===== src/assert_macros.svh =====
// Assertion macros shared by the RTL.
// Expects clk and rst_n in the scope where a macro is used.
`ifndef ASSERT_MACROS_SVH
`define ASSERT_MACROS_SVH

// Implication checked on every clock edge outside reset.
`define ASSERT_IMPLY(label, cond, prop, msg) \
  label: assert property (@(posedge clk) disable iff (!rst_n) (cond) |-> (prop)) \
    else $error(msg);

// Invariant checked on every clock edge outside reset.
`define ASSERT_ALWAYS(label, prop, msg) \
  label: assert property (@(posedge clk) disable iff (!rst_n) (prop)) \
    else $error(msg);

`endif


===== src/cdn_pkg.sv =====
// Shared types, register indexes and codon table for the codon translator.
// No dependencies.
`timescale 1ns / 1ps

package cdn_pkg;

  localparam int unsigned QUEUE_DEPTH = 2;
  localparam int unsigned POS_W       = 16;
  localparam int unsigned CFG_IDX_W   = 2;

  localparam logic [CFG_IDX_W-1:0] REG_START_POSITION    = 2'd0;
  localparam logic [CFG_IDX_W-1:0] REG_FIVE_PRIME_LENGTH = 2'd1;

  localparam logic [POS_W-1:0] POS_MAX   = '1;
  localparam logic [1:0]       LAST_PHASE = 2'd2;
  localparam logic [6:0]       STOP_LETTER = 7'h58;  // 'X' marks a stop codon
  // floor(n / 3) == (n * RECIP3) >> 17 for any 16-bit n
  localparam logic [16:0]      RECIP3 = 17'd43691;

  // Standard genetic code, indexed by {b0, b1, b2} with A=0 C=1 G=2 T=3
  localparam logic [511:0] AMINO_STR =
    "KNKNTTTTRSRSIIMIQHQHPPPPRRRRLLLLEDEDAAAAGGGGVVVVXYXYSSSSXCWCLFLF";

  typedef struct packed {
    logic [2:0] base;
    logic       last_base;
  } cdn_in_t;

  typedef struct packed {
    logic [6:0]  amino;
    logic        amino_valid;
    logic        ended;
    logic        ended_by_stop;
    logic [14:0] whole_codons_5p;
    logic [1:0]  leftover_bases_5p;
  } cdn_out_t;

  // Classified codon result passed from the front to the back
  typedef struct packed {
    logic [6:0] amino;
    logic       amino_valid;
    logic       ended;
    logic       ended_by_stop;
  } cdn_entry_t;

  function automatic logic [6:0] amino_letter(input logic [5:0] idx);
    return AMINO_STR[{~idx, 3'b000} +: 7];
  endfunction

endpackage


===== src/codon_to_peptide_translator.sv =====
// Codon translator: one base per cycle in unless stalled, one result per codon or read end.
// Path: each result is written into the queue, then registered in the output register.
// Throughput: one base per cycle; a two-entry queue decouples the codon front
// end from the output register, so an output stall holds off input only when full.
// Reset: synchronous; start_position returns to 1, five_prime_length to 0,
// frame state is cleared. No clearing pass. Depends on cdn_pkg, assert_macros.svh.
`timescale 1ns / 1ps
`include "assert_macros.svh"

module codon_to_peptide_translator import cdn_pkg::*; #(
  parameter int unsigned DEPTH = QUEUE_DEPTH
) (
  input  logic                 clk,
  input  logic                 rst_n,
  input  logic                 in_valid,
  output logic                 in_stall,
  input  cdn_in_t              in_payload,
  output logic                 out_valid,
  input  logic                 out_stall,
  output cdn_out_t             out_payload,
  input  logic                 cfg_valid,
  output logic                 cfg_ready,
  input  logic [CFG_IDX_W-1:0] cfg_index,
  input  logic [POS_W-1:0]     cfg_data
);

  logic [POS_W-1:0] start_pos_r, five_len_r, start_eff;
  logic             accept, q_push, q_pop, q_full, q_empty;
  cdn_entry_t       q_wdata, q_rdata;

  assign cfg_ready = 1'b1;

  always_ff @(posedge clk) begin
    if (!rst_n) begin
      start_pos_r <= POS_W'(1);
      five_len_r  <= '0;
    end else if (cfg_valid && cfg_ready) begin
      case (cfg_index)
        REG_START_POSITION:    start_pos_r <= cfg_data;
        REG_FIVE_PRIME_LENGTH: five_len_r  <= cfg_data;
        default: ;
      endcase
    end
  end

  // A start position of zero behaves as one
  assign start_eff = (start_pos_r == '0) ? POS_W'(1) : start_pos_r;
  assign in_stall  = q_full;
  assign accept    = in_valid && !in_stall;

  cdn_front u_front (
    .clk       (clk),
    .rst_n     (rst_n),
    .accept    (accept),
    .item      (in_payload),
    .start_eff (start_eff),
    .push      (q_push),
    .entry     (q_wdata)
  );

  cdn_queue #(.DEPTH(DEPTH)) u_queue (
    .clk   (clk),
    .rst_n (rst_n),
    .push  (q_push),
    .wdata (q_wdata),
    .pop   (q_pop),
    .rdata (q_rdata),
    .full  (q_full),
    .empty (q_empty)
  );

  cdn_back u_back (
    .clk         (clk),
    .rst_n       (rst_n),
    .start_eff   (start_eff),
    .five_len    (five_len_r),
    .entry       (q_rdata),
    .q_empty     (q_empty),
    .pop         (q_pop),
    .out_stall   (out_stall),
    .out_valid   (out_valid),
    .out_payload (out_payload)
  );

  `ASSERT_IMPLY(a_no_overflow, q_push, !q_full, "queue push while full")
  `ASSERT_IMPLY(a_no_underflow, q_pop, !q_empty, "queue pop while empty")
  `ASSERT_IMPLY(a_stop_ends, out_valid && out_payload.ended_by_stop,
    out_payload.ended && !out_payload.amino_valid, "stop result not final")

endmodule


===== src/cdn_front.sv =====
// Front end: tracks reading frame, assembles codons and classifies them.
// Depends on cdn_pkg.
`timescale 1ns / 1ps

module cdn_front import cdn_pkg::*; (
  input  logic             clk,
  input  logic             rst_n,
  input  logic             accept,
  input  cdn_in_t          item,
  input  logic [POS_W-1:0] start_eff,
  output logic             push,
  output cdn_entry_t       entry
);

  logic [POS_W-1:0] base_pos_r, base_pos_nxt;
  logic [3:0]       codon_r, codon_nxt;
  logic [1:0]       phase_r, phase_nxt;
  logic             unknown_r, unknown_nxt;
  logic             stopped_r, stopped_nxt;

  logic [POS_W-1:0] pos;
  logic             in_frame, complete, unknown_c, is_stop;
  logic [5:0]       codon_idx;
  logic [6:0]       letter;

  always_comb begin
    pos       = (base_pos_r != POS_MAX) ? base_pos_r + 1'b1 : POS_MAX;
    in_frame  = pos >= start_eff;
    unknown_c = unknown_r | item.base[2];
    codon_idx = {codon_r, item.base[1:0]};
    letter    = amino_letter(codon_idx);
    complete  = in_frame && (phase_r == LAST_PHASE);
    is_stop   = complete && !unknown_c && (letter == STOP_LETTER);

    entry.amino         = (complete && !unknown_c && !is_stop) ? letter : '0;
    entry.amino_valid   = complete && !is_stop;
    entry.ended         = is_stop || item.last_base;
    entry.ended_by_stop = is_stop;
    push = accept && !stopped_r && (complete || item.last_base);

    base_pos_nxt = base_pos_r;
    codon_nxt    = codon_r;
    phase_nxt    = phase_r;
    unknown_nxt  = unknown_r;
    stopped_nxt  = stopped_r;
    if (accept) begin
      if (item.last_base) begin
        base_pos_nxt = '0;
        codon_nxt    = '0;
        phase_nxt    = '0;
        unknown_nxt  = 1'b0;
        stopped_nxt  = 1'b0;
      end else if (!stopped_r) begin
        base_pos_nxt = pos;
        if (complete) begin
          codon_nxt   = '0;
          phase_nxt   = '0;
          unknown_nxt = 1'b0;
          stopped_nxt = is_stop;
        end else if (in_frame) begin
          codon_nxt   = codon_idx[3:0];
          phase_nxt   = phase_r + 1'b1;
          unknown_nxt = unknown_c;
        end
      end
    end
  end

  always_ff @(posedge clk) begin
    if (!rst_n) begin
      base_pos_r <= '0;
      codon_r    <= '0;
      phase_r    <= '0;
      unknown_r  <= 1'b0;
      stopped_r  <= 1'b0;
    end else begin
      base_pos_r <= base_pos_nxt;
      codon_r    <= codon_nxt;
      phase_r    <= phase_nxt;
      unknown_r  <= unknown_nxt;
      stopped_r  <= stopped_nxt;
    end
  end

endmodule


===== src/cdn_queue.sv =====
// Small FIFO between the classifying front end and the output back end.
// Depends on cdn_pkg.
`timescale 1ns / 1ps

module cdn_queue import cdn_pkg::*; #(
  parameter int unsigned DEPTH = QUEUE_DEPTH
) (
  input  logic       clk,
  input  logic       rst_n,
  input  logic       push,
  input  cdn_entry_t wdata,
  input  logic       pop,
  output cdn_entry_t rdata,
  output logic       full,
  output logic       empty
);

  localparam int unsigned PTR_W = (DEPTH > 1) ? $clog2(DEPTH) : 1;
  localparam int unsigned CNT_W = $clog2(DEPTH + 1);

  cdn_entry_t       mem [DEPTH];
  logic [PTR_W-1:0] wptr_r, wptr_nxt, rptr_r, rptr_nxt;
  logic [CNT_W-1:0] count_r, count_nxt;

  assign full  = count_r == CNT_W'(DEPTH);
  assign empty = count_r == '0;
  assign rdata = mem[rptr_r];

  always_comb begin
    wptr_nxt  = wptr_r;
    rptr_nxt  = rptr_r;
    count_nxt = count_r;
    if (push) begin
      wptr_nxt = (wptr_r == PTR_W'(DEPTH - 1)) ? '0 : wptr_r + 1'b1;
    end
    if (pop) begin
      rptr_nxt = (rptr_r == PTR_W'(DEPTH - 1)) ? '0 : rptr_r + 1'b1;
    end
    if (push && !pop) begin
      count_nxt = count_r + 1'b1;
    end else if (pop && !push) begin
      count_nxt = count_r - 1'b1;
    end
  end

  always_ff @(posedge clk) begin
    if (push) begin
      mem[wptr_r] <= wdata;
    end
  end

  always_ff @(posedge clk) begin
    if (!rst_n) begin
      wptr_r  <= '0;
      rptr_r  <= '0;
      count_r <= '0;
    end else begin
      wptr_r  <= wptr_nxt;
      rptr_r  <= rptr_nxt;
      count_r <= count_nxt;
    end
  end

endmodule


===== src/cdn_back.sv =====
// Back end: precomputes the 5' codon counts and drives the output register.
// Depends on cdn_pkg.
`timescale 1ns / 1ps

module cdn_back import cdn_pkg::*; (
  input  logic             clk,
  input  logic             rst_n,
  input  logic [POS_W-1:0] start_eff,
  input  logic [POS_W-1:0] five_len,
  input  cdn_entry_t       entry,
  input  logic             q_empty,
  output logic             pop,
  input  logic             out_stall,
  output logic             out_valid,
  output cdn_out_t         out_payload
);

  logic [POS_W:0]   span;
  logic [POS_W-1:0] n;
  logic [32:0]      prod;
  logic [14:0]      whole_c, whole_r;
  logic [POS_W-1:0] three_w, rem;
  logic [1:0]       left_r;
  logic             out_valid_r, out_valid_nxt;
  cdn_out_t         out_r;

  // Counts only move on configuration writes; one register stage is enough
  always_comb begin
    span    = {1'b0, five_len} + 1'b1 - {1'b0, start_eff};
    n       = ({1'b0, five_len} + 1'b1 >= {1'b0, start_eff}) ? span[POS_W-1:0] : '0;
    prod    = n * RECIP3;
    whole_c = prod[31:17];
    three_w = {whole_c, 1'b0} + {1'b0, whole_c};
    rem     = n - three_w;
  end

  assign pop = !q_empty && (!out_valid_r || !out_stall);

  always_comb begin
    out_valid_nxt = out_valid_r;
    if (pop) begin
      out_valid_nxt = 1'b1;
    end else if (!out_stall) begin
      out_valid_nxt = 1'b0;
    end
  end

  always_ff @(posedge clk) begin
    whole_r <= whole_c;
    left_r  <= rem[1:0];
    if (pop) begin
      out_r.amino             <= entry.amino;
      out_r.amino_valid       <= entry.amino_valid;
      out_r.ended             <= entry.ended;
      out_r.ended_by_stop     <= entry.ended_by_stop;
      out_r.whole_codons_5p   <= whole_r;
      out_r.leftover_bases_5p <= left_r;
    end
  end

  always_ff @(posedge clk) begin
    if (!rst_n) begin
      out_valid_r <= 1'b0;
    end else begin
      out_valid_r <= out_valid_nxt;
    end
  end

  assign out_valid   = out_valid_r;
  assign out_payload = out_r;

endmodule


===== config.mk =====
export PLATFORM = sky130hd
export DESIGN_NAME = codon_to_peptide_translator
export DESIGN_NICKNAME = d
export VERILOG_FILES = /design/src/cdn_pkg.sv /design/src/codon_to_peptide_translator.sv /design/src/cdn_front.sv /design/src/cdn_queue.sv /design/src/cdn_back.sv
export VERILOG_INCLUDE_DIRS = /design/src /design/src/src
export SDC_FILE = /design/constraint.sdc
export NUM_CORES = 1
export LEC_CHECK = 0
export ABC_AREA = 1
export ABC_CLOCK_PERIOD_IN_PS = 7450
export BUFFER_PORTS_ARGS = -buffer_cell sky130_fd_sc_hd__buf_4
export CORE_ASPECT_RATIO = 0.5
export CORE_MARGIN = 10
export CORE_UTILIZATION = 45
export DETAILED_ROUTE_END_ITERATION = 8
export GPL_TIMING_DRIVEN = 0
export SYNTH_ARGS = -nofsm -noshare
export SYNTH_HDL_FRONTEND = slang
export SYNTH_HIERARCHICAL = 1
export SYNTH_SLANG_ARGS = --single-unit
export TNS_END_PERCENT = 5

===== constraint.sdc =====
create_clock -name clk -period 7.45 [get_ports clk]
set_clock_uncertainty 0.05 [all_clocks]
set_input_delay 1.49 -clock clk [delete_from_list [all_inputs] [get_ports clk]]
set_output_delay 1.49 -clock clk [all_outputs]
set_load 0.005 [all_outputs]

Word level (Yosys, flattened, before mapping)
Memory sizes are Yosys's and may differ from the RTL's. A register that Yosys moved wholly into a read port is not among the register bits. Index checks and enable logic that the tools add are counted.

Reduce and logical (&&, ||, !) cells: 32. Divide/modulo/power cells: 0. Multiply operators: 1. Shifts and indexed selects: 1. Bitwise logic cells: 2. Equality and inequality tests: 7. $lt $le $gt $ge: 2. Multiplexer cells: 29. Add/sub/neg operators: 10.

Operators with widths (number): variable part select 512 x 10 -> 7 bit (first input constant) (1); 2-to-1 mux 16 bit (5); multiplier 16 x 16 -> 32 bit (second input constant) (1); adder 16 x 1 -> 17 bit (second input constant) (1); greater-or-equal comparator 17 x 16 -> 1 bit (1); adder 16 x 1 -> 16 bit (second input constant) (1); greater-or-equal comparator 16 bit (1); logical NOT 16 bit (1); 2-to-1 mux 4 bit (4); inequality test 16 bit (second input constant) (1); subtractor 16 bit (1); 2-to-1 mux 1 bit (13); 2-to-1 mux 2 bit (6); logical AND 1 bit (11); logical NOT 1 bit (9); == test 7 bit (second input constant) (1); 2-to-1 mux 7 bit (1); NOT 6 bit (1); AND reduction 2 bit (3); adder 2 x 1 -> 2 bit (second input constant) (2); == test 2 bit (second input constant) (2); logical NOT 2 bit (2); logical OR 1 bit (3); AND reduction 3 bit (1); other kinds (10) (11).

Memories kept: 1. RAM bits: 20. Bits in latches: 0. Bits in read-only memories: 0. Input bits: 27. Output and inout port bits: 30. Word-level logic and storage cells: 100. Register bits: 95.

Memories: u_queue.mem (depth 2, width 10, read ports 1, clocked after Yosys merged registers in 1, write ports 1, line cdn_queue.sv:21) `cdn_entry_t mem [DEPTH];`.

Longest topological paths before layout
Depth after elaboration: 10. Depth in mapped cells: 44. Mapped depth without buffers: 44.

Modules after synthesis
The synthesis kept the hierarchy.

Modules (own cells, without submodules): cdn_back (cells each 874, seq. area each 1171.1 um2, area an instance 7394.6 um2, instances 1); cdn_front (cells each 349, seq. area each 480.5 um2, area an instance 2113.3 um2, instances 1); codon_to_peptide_translator (cells each 177, seq. area each 640.6 um2, area an instance 1261.2 um2, instances 1); cdn_queue (cells each 66, seq. area each 700.7 um2, area an instance 954.7 um2, instances 1).

Least setup slack after synthesis
OpenSTA, ideal clock, no wires.

Kind: flip-flop to flip-flop. From: register five_len_r[2]. To: register u_back.left_r[1]. Arrival time: 7.028 ns. Required time: 7.287 ns. Path slack: 0.259 ns. Period minus slack after synthesis: 7.191 ns. Library setup time: 0.113 ns. Buffers on the path: 0. Stages on the path, launching flop included: 37. Cell sequence: dfxtp_1 -> nand3_1 -> nor2_1 -> nand2_1 -> nor3_1 -> inv_1 -> nor3b_1 -> xor2_1 -> inv_1 -> ha_1 -> nand2_1 -> inv_1 -> a21oi_1 -> nor2_1 -> nor2_4 -> nand2_4 -> inv_4 -> nor2_1 -> ha_1 -> fa_1 -> fa_1 -> fa_1 -> fa_1 -> fa_1 -> ha_1 -> nand2_1 -> nor4_1 -> nand2_1 -> nand2_1 -> nand2_1 -> nand2_2 -> inv_2 -> ha_1 -> xor2_1 -> inv_1 -> nand3_1 -> nand2_1.

Longest elaborated chain between the ends: 6. Elaborated cells on any way between the ends: 7. Those cells by class: add/sub (4); mul (1); order compare (1); mux (1).

Ends and longest elaborated chain: start, declared (line codon_to_peptide_translator.sv:27) `logic [POS_W-1:0] start_pos_r, five_len_r, start_eff;`; start signal, assigned (line codon_to_peptide_translator.sv:40) `REG_FIVE_PRIME_LENGTH: five_len_r <= cfg_data;`; adder 16 x 1 -> 17 bit * (line cdn_back.sv:30) `n = ({1'b0, five_len} + 1'b1 >= {1'b0, start_eff}) ? span[POS_W-1:0] : '0;`; subtractor 16 bit or greater-or-equal comparator 17 x 16 -> 1 bit (tied branches) (line cdn_back.sv:29, cdn_back.sv:30); 2-to-1 mux 16 bit * (line cdn_back.sv:30); multiplier 16 x 16 -> 32 bit * (line cdn_back.sv:31) `prod = n * RECIP3;`; via u_back.prod[17] (line cdn_back.sv:20) `logic [32:0] prod;`; adder 2 bit * (line cdn_back.sv:33) `three_w = {whole_c, 1'b0} + {1'b0, whole_c};`; subtractor 2 bit * (line cdn_back.sv:34) `rem = n - three_w;`; via u_back.rem[1] (line cdn_back.sv:22) `logic [POS_W-1:0] three_w, rem;`; end signal, assigned (line cdn_back.sv:50) `left_r <= rem[1:0];`; end, declared (line cdn_back.sv:23) `logic [1:0] left_r;`.

Mark *: on every way through the listed nets, which the timed path passes. The rest lies on a longest branch. A chain may end at the register's enable or synchronous reset.

Worst setup path in the final report
From: register five_len_r[1]. To: register u_back.whole_r[11].

Longest elaborated chain between the ends: 4. Elaborated cells on any way between the ends: 5. Those cells by class: add/sub (2); mul (1); order compare (1); mux (1).

Ends and longest elaborated chain: adder 16 x 1 -> 17 bit * (line cdn_back.sv:30); subtractor 16 bit or greater-or-equal comparator 17 x 16 -> 1 bit (tied branches) (line cdn_back.sv:29, cdn_back.sv:30); 2-to-1 mux 16 bit * (line cdn_back.sv:30); multiplier 16 x 16 -> 32 bit * (line cdn_back.sv:31); via u_back.prod[28] (line cdn_back.sv:20); end signal, assigned (line cdn_back.sv:49) `whole_r <= whole_c;`; end, declared (line cdn_back.sv:21) `logic [14:0] whole_c, whole_r;`.

Marks and branches as above.

==> metrics.yaml <==
path_common_cell: "nor2_4"
routedLengthMet1_mm: 13.5
place_inst: 1866
fp.dieArea_um2: 33300
portBuffers: 55
syn_area_um2: 11700
coreArea_um2: 25400
cpLargestDelayFamily: "adder cells"
setup_viol: 0
drv_slew: 0
hold_path_class: "flip-flop to flip-flop"
wl_mm: 29.2
cts_sinks: 126
dr_wl_met3_mm: 1.02
final_common_cell: "inv_1"
final.min_clock_period_ns: 7.20
cts_made_buffers: 17
synthDistinctLibCells: 52
start_kind: "flip-flop"
vias_per_cell: 4.97
cap_violations: 0
diodes: 0
critPathRequiredTime_ns: 7.77
synth_warnings: 6
htreeDepth: 4
syn_area_per_cell_um2: 8.00
die_y_um: 134
post_drt_wl_per_cell_um: 15.0
crit_slowest_cell: "fa_1"
end_kind: "flip-flop"
syn_inst: 1466
grt_pass1_vias: 9514
drc: 0
fmax_ghz: 0.139
cp_num_buf_inv: 7
hold_buffers: 0
worstMarginPinSlew_ns: 0.892
antenna_found_initial: 0
syn_to_final_growth_pct: 24.0
clock_path_buffers: 2
synth-seq-cells: 126
cts-root-buf: "clkbuf_16"
grt_max_degree: 25
overflow: 0
grt_pass1_wl_mm: 46.8
n_fill_cell: 2287
highest_layer: "met4"
cts_tree: "yes"
synth_edf_count: 47
status: "finished clean"
cp_max_fo: 6
slew_headroom_pct: 40.3
io_pins: 57
finish.utilization_pct: 57.2
hold_viol: 0
worst_skew_pair.late_latency_ns: 0.44
finalWeightedCongestion: 0.910
timing.hold.ws_ns: 0.353
vias: 9691
critPathKind: "flip-flop to flip-flop"
ys_seq_area_share_pct: 25.5
rsz0062_at_grt: "yes"
worstPathArrival_ns: 7.52
routed-wl-met2_mm: 14.2
tns_ns: 0
ant_nets: 0
synth_flop_cell: "dfxtp_1"
slowest_delay_ns: 0.53
firstDrtPassIters: 5
fp.dieW_um: 248
hpwlAfterDp_mm: 23.2
track_usage_pct: 17.4
start_util_pct: 46.2
period_share_pct: 96.7
drive_gt1_share_pct: 21.6
layout.nets: 1866
syn_nets: 1738
ys_async_sr_fraction_pct: 0
instances_no_fill: 1951
path_clk_slew_ns: 0.06
layout_common_cells: "270 x inv_1, 215 x nand2_1, 158 x nor2_1, 135 x ha_1, 108 x buf_4"
rows: 41
drtIter0Drc: 503
## layout make-up
cell class,count,area (um^2),share of cell area [%]
Tap cell,344,430,2.96
Buffer,32,165,1.14
Timing Repair inverter,1,11.3,0.0775
Inverter,300,1150,7.93
Clock inverter,14,208,1.43
Sequential cell,126,3000,20.6
Multi-Input combinational cell,1009,8290,57.0
Clock buffer,18,429,2.95
Timing Repair Buffer,107,852,5.86
## final timing paths
path	start	endpoint	slack, ns	depth (start not counted)
worst max-delay path	five_len_r[1]	u_back/whole_r[11]	0.25	36
worst min register to register	u_back/whole_r[0]	u_back/out_payload[2]	0.35	0
worst max register to register	five_len_r[1]	u_back/whole_r[11]	0.25	36
worst min-delay path	u_back/whole_r[0]	u_back/out_payload[2]	0.35	0
## timing repair
action | 4_1_cts | 5_1_grt
gates cloned | 0 | 2
gates resized for setup | 47 | 144
setup endpoints to repair | 17 | 17
pin swaps | 13 | 77
buffers inserted | 13 | 38
## synthesized netlist by cell type (3+ instances only)
master / number / share of area, %
a21boi_0: 3 / 0.19
a21o_1: 5 / 0.32
a21oi_1: 77 / 3.3
a31oi_1: 8 / 0.43
buf_4: 5 / 0.32
buf_6: 3 / 0.29
clkbuf_1: 21 / 0.67
dfxtp_1: 79 / 13
edfxtp_1: 47 / 12
fa_1: 81 / 14
ha_1: 164 / 18
inv_1: 289 / 9.3
inv_2: 7 / 0.22
mux2_2: 10 / 0.96
nand2_1: 232 / 7.4
nand2_2: 10 / 0.53
nand3_1: 53 / 2.3
nand3_2: 9 / 0.77
nand4_1: 14 / 0.75
nor2_1: 179 / 5.7
nor2_2: 5 / 0.27
nor2_4: 6 / 0.58
nor3_1: 11 / 0.47
nor4_1: 4 / 0.21
o21a_1: 4 / 0.26
o21ai_0: 55 / 2.3
o21ai_1: 5 / 0.21
or2_0: 3 / 0.16
or2_2: 8 / 0.43
xnor2_1: 8 / 0.60
xor2_1: 32 / 2.4
## sequential cells by signal (all words and copies together) (netlist names), named ones only
name and count:
u_back/out_payload 27, u_queue/mem 20, five_len_r 16, start_pos_r 16, u_front/base_pos_r 16, u_back/whole_r 15, u_front/codon_r 4, u_back/left_r 2
u_front/phase_r 2, u_queue/count_r 2, u_back/out_valid 1, u_front/stopped_r 1, u_front/unknown_r 1, u_queue/rptr_r 1, u_queue/wptr_r 1
## kinds of logic after synthesis
family                     after synthesis  synth area share, %
AOI/OAI and AO/OA                      168                 7.81
adders and majority gates              245                 31.3
other                                    2               0.0641
buffers and inverters                  332                 11.1
and+or+nand+nor                        543                 20.2
xor gates and xnor gates                40                 2.99
muxes                                   10                0.961
DFF                                    126                 25.5
## metal layers
| layer | global-route usage, % | vias to the layer above |
|---|---|---|
| li1 | - | 4907 |
| met5 | 0 | - |
| met4 | 4.75 | 0 |
| met2 | 29.7 | 155 |
| met1 | 22.2 | 4591 |
| met3 | 3.13 | 38 |
## stage by stage
stage / instance area [um^2] / setup WS [ns]
after global routing: 14500 / -0.184
after detailed placement: 12600 / -0.936
after CTS: 13600 / -0.0104
final: 14500 / 0.248
after floorplan: 11700 / 0.259
after global placement: 12600 / -0.870
Power is left out: the tool's default activity adds up to more than one toggle a clock period on the data nets, which glitch-free logic cannot reach.
